--- config.mk ---
export PLATFORM = sky130hd
export DESIGN_NAME = kfl_ctrl
export DESIGN_NICKNAME = d
export VERILOG_FILES = /design/src/rtl/core/kfl_pkg.sv /design/src/rtl/core/kfl_ctrl.sv
export SDC_FILE = /design/constraint.sdc
export NUM_CORES = 1
export LEC_CHECK = 0
export BUFFER_PORTS_ARGS = -buffer_cell sky130_fd_sc_hd__buf_2
export CORE_MARGIN = 10
export CORE_UTILIZATION = 25
export CTS_BUF_LIST = sky130_fd_sc_hd__clkbuf_16
export CTS_CLUSTER_DIAMETER = 150
export DETAILED_ROUTE_END_ITERATION = 6
export GPL_TIMING_DRIVEN = 0
export PLACE_DENSITY = 0.6
export SLEW_MARGIN = 25
export SYNTH_ARGS = -nofsm -noshare
export SYNTH_HDL_FRONTEND = slang
export SYNTH_SLANG_ARGS = --single-unit
--- constraint.sdc ---
create_clock -name aclk -period 2.1 [get_ports aclk]
set_input_delay 0.315 -clock aclk [delete_from_list [all_inputs] [get_ports aclk]]
set_output_delay 0.315 -clock aclk [all_outputs]
set_load 0.02 [all_outputs]
--- src/rtl/core/kfl_pkg.sv ---
// ============================================================================
// Keyframe LED fader package
// Request payload types, action codes, controller states and the command and
// status groups that join the controller to the datapath.
// ============================================================================
package kfl_pkg;

    // Action codes carried in the request.
    localparam logic [1:0] ACT_HDR   = 2'd0;
    localparam logic [1:0] ACT_COLOR = 2'd1;
    localparam logic [1:0] ACT_QUERY = 2'd2;
    localparam logic [1:0] ACT_NOP   = 2'd3;

    // Request payload, first field in the most significant bits.
    typedef struct packed {
        logic [1:0]  action;
        logic [7:0]  frame_index;
        logic [31:0] frame_start;
        logic        fade;
        logic [4:0]  channel;
        logic [7:0]  red;
        logic [7:0]  green;
        logic [7:0]  blue;
        logic [7:0]  alpha;
        logic [31:0] query_time;
    } kfl_in_t;

    // Result payload.
    typedef struct packed {
        logic [4:0] out_channel;
        logic [7:0] out_red;
        logic [7:0] out_green;
        logic [7:0] out_blue;
        logic [7:0] out_alpha;
        logic [7:0] found_frame;
        logic       last;
    } kfl_out_t;

    // Controller states.
    typedef enum logic [3:0] {
        ST_IDLE,
        ST_SCAN,
        ST_HDR0,
        ST_HDR1,
        ST_HDR2,
        ST_FRAC,
        ST_COL0,
        ST_COL1,
        ST_COL2,
        ST_MUL0,
        ST_MUL1,
        ST_DIVI,
        ST_DIV,
        ST_NEXTK,
        ST_OUT
    } kfl_state_t;

    // Commands from the controller to the datapath.
    typedef struct packed {
        logic accept;
        logic query_start;
        logic scan_en;
        logic hdr_rd0;
        logic hdr_rd1;
        logic hdr_rd2;
        logic frac;
        logic col_rd0;
        logic col_rd1;
        logic col_rd2;
        logic mul0;
        logic mul1;
        logic div_init;
        logic div_step;
        logic byte_store;
        logic chan_next;
    } kfl_cmd_t;

    // Status from the datapath to the controller.
    typedef struct packed {
        logic in_query;
        logic scan_done;
        logic fading;
        logic div_last;
        logic k_last;
        logic chan_last;
    } kfl_stat_t;

endpackage

--- src/rtl/core/kfl_ctrl.sv ---
// ============================================================================
// Keyframe LED fader controller
// Sequences the frame scan, header reads, per-channel color reads and the
// per-component blend division, and drives both handshakes.
// ============================================================================
module kfl_ctrl (
    input  logic              aclk,
    input  logic              aresetn,
    input  logic              s_valid,
    output logic              s_ready,
    output logic              m_valid,
    input  logic              m_ready,
    input  kfl_pkg::kfl_stat_t stat,
    output kfl_pkg::kfl_cmd_t  cmd
);

    kfl_pkg::kfl_state_t state_reg, state_next;

    // State register.
    always_ff @(posedge aclk) begin
        if (!aresetn) begin
            state_reg <= kfl_pkg::ST_IDLE;
        end else begin
            state_reg <= state_next;
        end
    end

    // Next state.
    always_comb begin
        state_next = state_reg;
        unique case (state_reg)
            kfl_pkg::ST_IDLE: begin
                if (s_valid && stat.in_query) state_next = kfl_pkg::ST_SCAN;
            end
            kfl_pkg::ST_SCAN: begin
                if (stat.scan_done) state_next = kfl_pkg::ST_HDR0;
            end
            kfl_pkg::ST_HDR0: state_next = kfl_pkg::ST_HDR1;
            kfl_pkg::ST_HDR1: state_next = kfl_pkg::ST_HDR2;
            kfl_pkg::ST_HDR2: state_next = kfl_pkg::ST_FRAC;
            kfl_pkg::ST_FRAC: state_next = kfl_pkg::ST_COL0;
            kfl_pkg::ST_COL0: state_next = kfl_pkg::ST_COL1;
            kfl_pkg::ST_COL1: state_next = kfl_pkg::ST_COL2;
            kfl_pkg::ST_COL2: begin
                state_next = stat.fading ? kfl_pkg::ST_MUL0 : kfl_pkg::ST_OUT;
            end
            kfl_pkg::ST_MUL0: state_next = kfl_pkg::ST_MUL1;
            kfl_pkg::ST_MUL1: state_next = kfl_pkg::ST_DIVI;
            kfl_pkg::ST_DIVI: state_next = kfl_pkg::ST_DIV;
            kfl_pkg::ST_DIV: begin
                if (stat.div_last) state_next = kfl_pkg::ST_NEXTK;
            end
            kfl_pkg::ST_NEXTK: begin
                state_next = stat.k_last ? kfl_pkg::ST_OUT : kfl_pkg::ST_MUL0;
            end
            kfl_pkg::ST_OUT: begin
                if (m_ready) begin
                    state_next = stat.chan_last ? kfl_pkg::ST_IDLE : kfl_pkg::ST_COL0;
                end
            end
            default: state_next = kfl_pkg::ST_IDLE;
        endcase
    end

    // Outputs and datapath commands.
    always_comb begin
        cmd     = '0;
        s_ready = 1'b0;
        m_valid = 1'b0;
        unique case (state_reg)
            kfl_pkg::ST_IDLE: begin
                s_ready         = 1'b1;
                cmd.accept      = s_valid;
                cmd.query_start = s_valid && stat.in_query;
            end
            kfl_pkg::ST_SCAN:  cmd.scan_en    = 1'b1;
            kfl_pkg::ST_HDR0:  cmd.hdr_rd0    = 1'b1;
            kfl_pkg::ST_HDR1:  cmd.hdr_rd1    = 1'b1;
            kfl_pkg::ST_HDR2:  cmd.hdr_rd2    = 1'b1;
            kfl_pkg::ST_FRAC:  cmd.frac       = 1'b1;
            kfl_pkg::ST_COL0:  cmd.col_rd0    = 1'b1;
            kfl_pkg::ST_COL1:  cmd.col_rd1    = 1'b1;
            kfl_pkg::ST_COL2:  cmd.col_rd2    = 1'b1;
            kfl_pkg::ST_MUL0:  cmd.mul0       = 1'b1;
            kfl_pkg::ST_MUL1:  cmd.mul1       = 1'b1;
            kfl_pkg::ST_DIVI:  cmd.div_init   = 1'b1;
            kfl_pkg::ST_DIV:   cmd.div_step   = 1'b1;
            kfl_pkg::ST_NEXTK: cmd.byte_store = 1'b1;
            kfl_pkg::ST_OUT: begin
                m_valid       = 1'b1;
                cmd.chan_next = m_ready;
            end
            default: begin
                cmd = '0;
            end
        endcase
    end

endmodule

## Word-level counts from Yosys, hierarchy flattened

Index checks and enable logic that the tools add are counted.

- Register bits: 4
- Bits in latches: 0
- Memories: 0
- Output and inout port bits: 18
- Input bits: 10
- Bits in writable memories: 0
- ROM bits: 0
- Logic and storage cells: 47

- Shift operators: 0
- Equal/unequal tests: 18
- Add/subtract/negate cells: 0
- $lt $le $gt $ge: 0
- Mux-type cells: 25
- Multiply operators: 0
- Reduce and logical (&&, ||, !) cells: 3
- Div/mod/pow operators: 0
- Bitwise operators: 0

Operator list:

| kind | number |
|---|---|
| $pmux W4 S15 | 1 |
| $eq A4 B4 Y1 const B | 7 |
| $eq A4 B3 Y1 const B | 4 |
| $mux W1 | 16 |
| $mux W4 | 4 |
| $mux W3 | 3 |
| $eq A4 B2 Y1 const B | 2 |
| $ne A2 B2 Y1 const B | 4 |
| $eq A4 B1 Y1 const B | 1 |
| $logic_not A4 Y1 | 1 |
| $reduce_and A4 Y1 | 1 |
| $mux W2 | 1 |
| $logic_and A1 B1 Y1 | 1 |

## Depth between registers and ports, before layout

- Depth in word-level cells: 3
- Mapped depth: 5
- Gate-level depth less buffers: 4

## Least setup slack after synthesis

OpenSTA, ideal clock, no wires.

- Path kind: register -> output
- Start: register state_reg[1]
- End: output port cmd[15] (netlist bit)
- Slack: 401 ps
- Data required time: 1785 ps
- Stages on the path, launching flop included: 5
- Data arrival time: 1384 ps
- Path buffers: 1
- Path through: dfxtp_1 > buf_6 > or4_4 > inv_1 > and2_1

RTL lines:

| what | RTL line | text |
|---|---|---|
| start: declaration | kfl_ctrl.sv:17 | `kfl_pkg::kfl_state_t state_reg, state_next;` |
| start signal: assignment | kfl_ctrl.sv:22 | `state_reg <= kfl_pkg::ST_IDLE;` |
| start signal: assignment | kfl_ctrl.sv:24 | `state_reg <= state_next;` |
| end: declaration | kfl_ctrl.sv:14 | `output kfl_pkg::kfl_cmd_t cmd` |

==> impl_metrics.env <==
export IMPL_synth_seq_cells=4
export IMPL_first_pass_iters=4
export IMPL_cts_buffers=3
export IMPL_seq_area_frac_synth_pct=16.75
export IMPL_clk_path_buf_depth=2
export IMPL_grt_pass1_vias=562
export IMPL_routedWlPerCell_um=12.69
export IMPL_clockRootBuffer="clkbuf_16"
export IMPL_holdWs_ns=0.3548
export IMPL_worstSetupEndpointType="output port"
export IMPL_ys_warn_count=0
export IMPL_finalClockSkew_ns=0.0003922
export IMPL_power_density_nw_per_um2=1427
export IMPL_area_growth_synth_to_final_pct=50.52
export IMPL_vias=539
export IMPL_p_leak_nw=0.3500
export IMPL_synth_top_cell_area_share_pct=16.75
export IMPL_layout_min_cycle_time_ns=1.871
export IMPL_synth_commonest_cells="nor2_1, inv_1, dfxtp_1, nand2b_1, o21ai_0"
export IMPL_path_cells="buf_6 -> or4_4 -> inv_1 -> and2_1 -> buf_2"
export IMPL_tns_ns=0
export IMPL_hold_path_class="in -> reg"
export IMPL_via_per_inst=4.529
export IMPL_startpoint_type="flip-flop"
export IMPL_grt_max_degree=11
export IMPL_die_y_um=63.73
export IMPL_dp_cells=116
export IMPL_largest_register_ff_count=4
export IMPL_fin_cells=119
export IMPL_nNetsFinal=106
export IMPL_status="complete, no violations"
export IMPL_maxCapViolations=0
export IMPL_fin_crit_sh_pct=89.09
export IMPL_htreeDepth=1
export IMPL_cts_hold_buf=0
export IMPL_slew_violations=0
export IMPL_antenna_cells=0
export IMPL_cts_resized_gates=0
export IMPL_dieArea_um2=4061
export IMPL_layout_drive_gt1_share_pct=42.55
export IMPL_finish_utilization_pct=40.78
export IMPL_initial_core_util_pct=27.09
export IMPL_ioPinCount=28
export IMPL_antenna_left=0
export IMPL_hpwl_um=1270
export IMPL_setup_viol=0
export IMPL_crit_path_max_incr_delay_ns=0.54
export IMPL_drtIter0Drc=17
export IMPL_track_usage_pct=7.584
export IMPL_clock_sinks=4
export IMPL_synth_cells=64
export IMPL_netlist_area_um2=478.0
export IMPL_max_vdd_ir_drop_v=0.0009489
export IMPL_rsz0062_at_grt="false"
export IMPL_overflow=0
export IMPL_antenna_found_initial=0
export IMPL_path_max_fanout=10
export IMPL_syn_nets=74
export IMPL_cts_tree="built"
export IMPL_cp_slowest_cell="or4_4"
export IMPL_synthDominantAreaCellType="dfxtp_1"
export IMPL_port_buffers=27
export IMPL_dp_slack_ns=0.4619
export IMPL_required_ns=1.78
export IMPL_synth_most_common_cell="nor2_1"
export IMPL_worst_slew_pin_slew_ns=0.3591
export IMPL_grt_pass1_wl_um=2525
export IMPL_die_x_um=63.73
export IMPL_ys_types=31
export IMPL_synthTopCellsByArea="dfxtp_1, o32ai_4, nor2_1"
export IMPL_relSlewSlack_pct=76.00
export IMPL_rows=15
export IMPL_postCtsSetupRepairBufs=0
export IMPL_avgSynthCellArea_um2=7.468
export IMPL_core_area_um2=1764
export IMPL_fin_ws_ns=0.2291
export IMPL_async_flop_share_pct=0
export IMPL_fmax_mhz=534.5
export IMPL_gp_congestion=0.7621
export IMPL_drc_errors=0
export IMPL_finalHoldViolations=0
export IMPL_clk_latency_ns=0.22
export IMPL_wl_um=1510
export IMPL_synth_edf_count=0
export IMPL_clk_pin_slew_ns=0.03
export IMPL_worstSetupPathType="reg -> out"
export IMPL_critPathArrivalTime_ns=1.56
export IMPL_ys_flop_type="dfxtp_1"
==> placed cells by master, fill, tap and decap left out <==
cell type | netlist | layout
nor3_1 | 3 | 3
dfxtp_1 | 4 | 4
o21ai_0 | 4 | 4
buf_2 | 2 | 29
o21ba_2 | 1 | 1
or4b_1 | 2 | 2
o2111a_1 | 1 | 1
or4_4 | 1 | 1
buf_6 | 1 | 1
nor2_2 | 1 | 1
or2_2 | 1 | 1
and2_1 | 2 | 2
clkbuf_16 | 0 | 3
or2b_1 | 1 | 1
nor2_1 | 12 | 12
o22ai_1 | 1 | 1
a21oi_1 | 2 | 2
o21a_1 | 1 | 1
nand2b_1 | 4 | 4
a21boi_0 | 1 | 1
a21o_1 | 1 | 1
a31oi_1 | 1 | 1
nor4b_1 | 1 | 1
nor2b_1 | 1 | 1
a32o_1 | 1 | 1
a211oi_2 | 1 | 1
nand3_1 | 1 | 1
o32ai_4 | 2 | 2
or3_1 | 1 | 1
inv_1 | 5 | 5
and2b_1 | 1 | 1
nand2_1 | 3 | 3
==> power breakdown <==
group	internal (W)	leakage [nW]	switching, W
logic	0.000257	0.280	0.000340
clock network	0.000243	0.0370	0.0000511
registers	0.000104	0.0329	0.0000304
==> critical path, delay by kind of cell, from the launching register on <==
| kind | cells | cell delay [ns] |
|---|---|---|
| flip-flops | 1 | 0.30 |
| buffers and inverters | 3 | 0.37 |
| AND/OR/NAND/NOR | 2 | 0.65 |
==> cells by family after synthesis <==
group	after synthesis	synth area share (%)
AOI/OAI and AO/OA	17	34.30
buffers and inverters	8	8.377
DFF	4	16.75
and+or+nand+nor	35	40.58
==> per-layer routing <==
layer	share of wire, %	track usage [%]	wire (um)
met5	0	0	0
met3	9.9	3.180	150
met1	43	8.082	642
met2	45	12.44	686
met4	2.1	4.098	31
==> final cells by class <==
type | instances | area (um^2)
fillers | 197 | 1045
multi-input cells | 52 | 357.8
repair buffers | 27 | 135.1
flip-flops and latches | 4 | 80.08
clock buffers | 3 | 75.07
well taps | 25 | 31.28
plain buffers | 3 | 21.27
inverters | 5 | 18.77
==> path summary, 6_finish.rpt <==
| kind | startpoint | to | slack (ns) | cells after the start |
|---|---|---|---|---|
| worst max-delay path | state_reg[1] | cmd[15] | 0.23 | 5 |
| worst min-delay path | aresetn | state_reg[0] | 0.35 | 2 |
| worst max register to register | state_reg[0] | state_reg[1] | 0.50 | 4 |
| worst min register to register | state_reg[2] | state_reg[3] | 0.70 | 3 |
==> per-stage QoR <==
step,total power [W],cell area (um^2)
after floorplan,0.0005949,478.0
after global placement,0.0007313,644.4
after detailed placement,0.0007386,644.4
after CTS,0.001038,719.4
after global routing,0.001105,719.4
final,0.001026,719.4
Power figures use the tool's default switching activity.
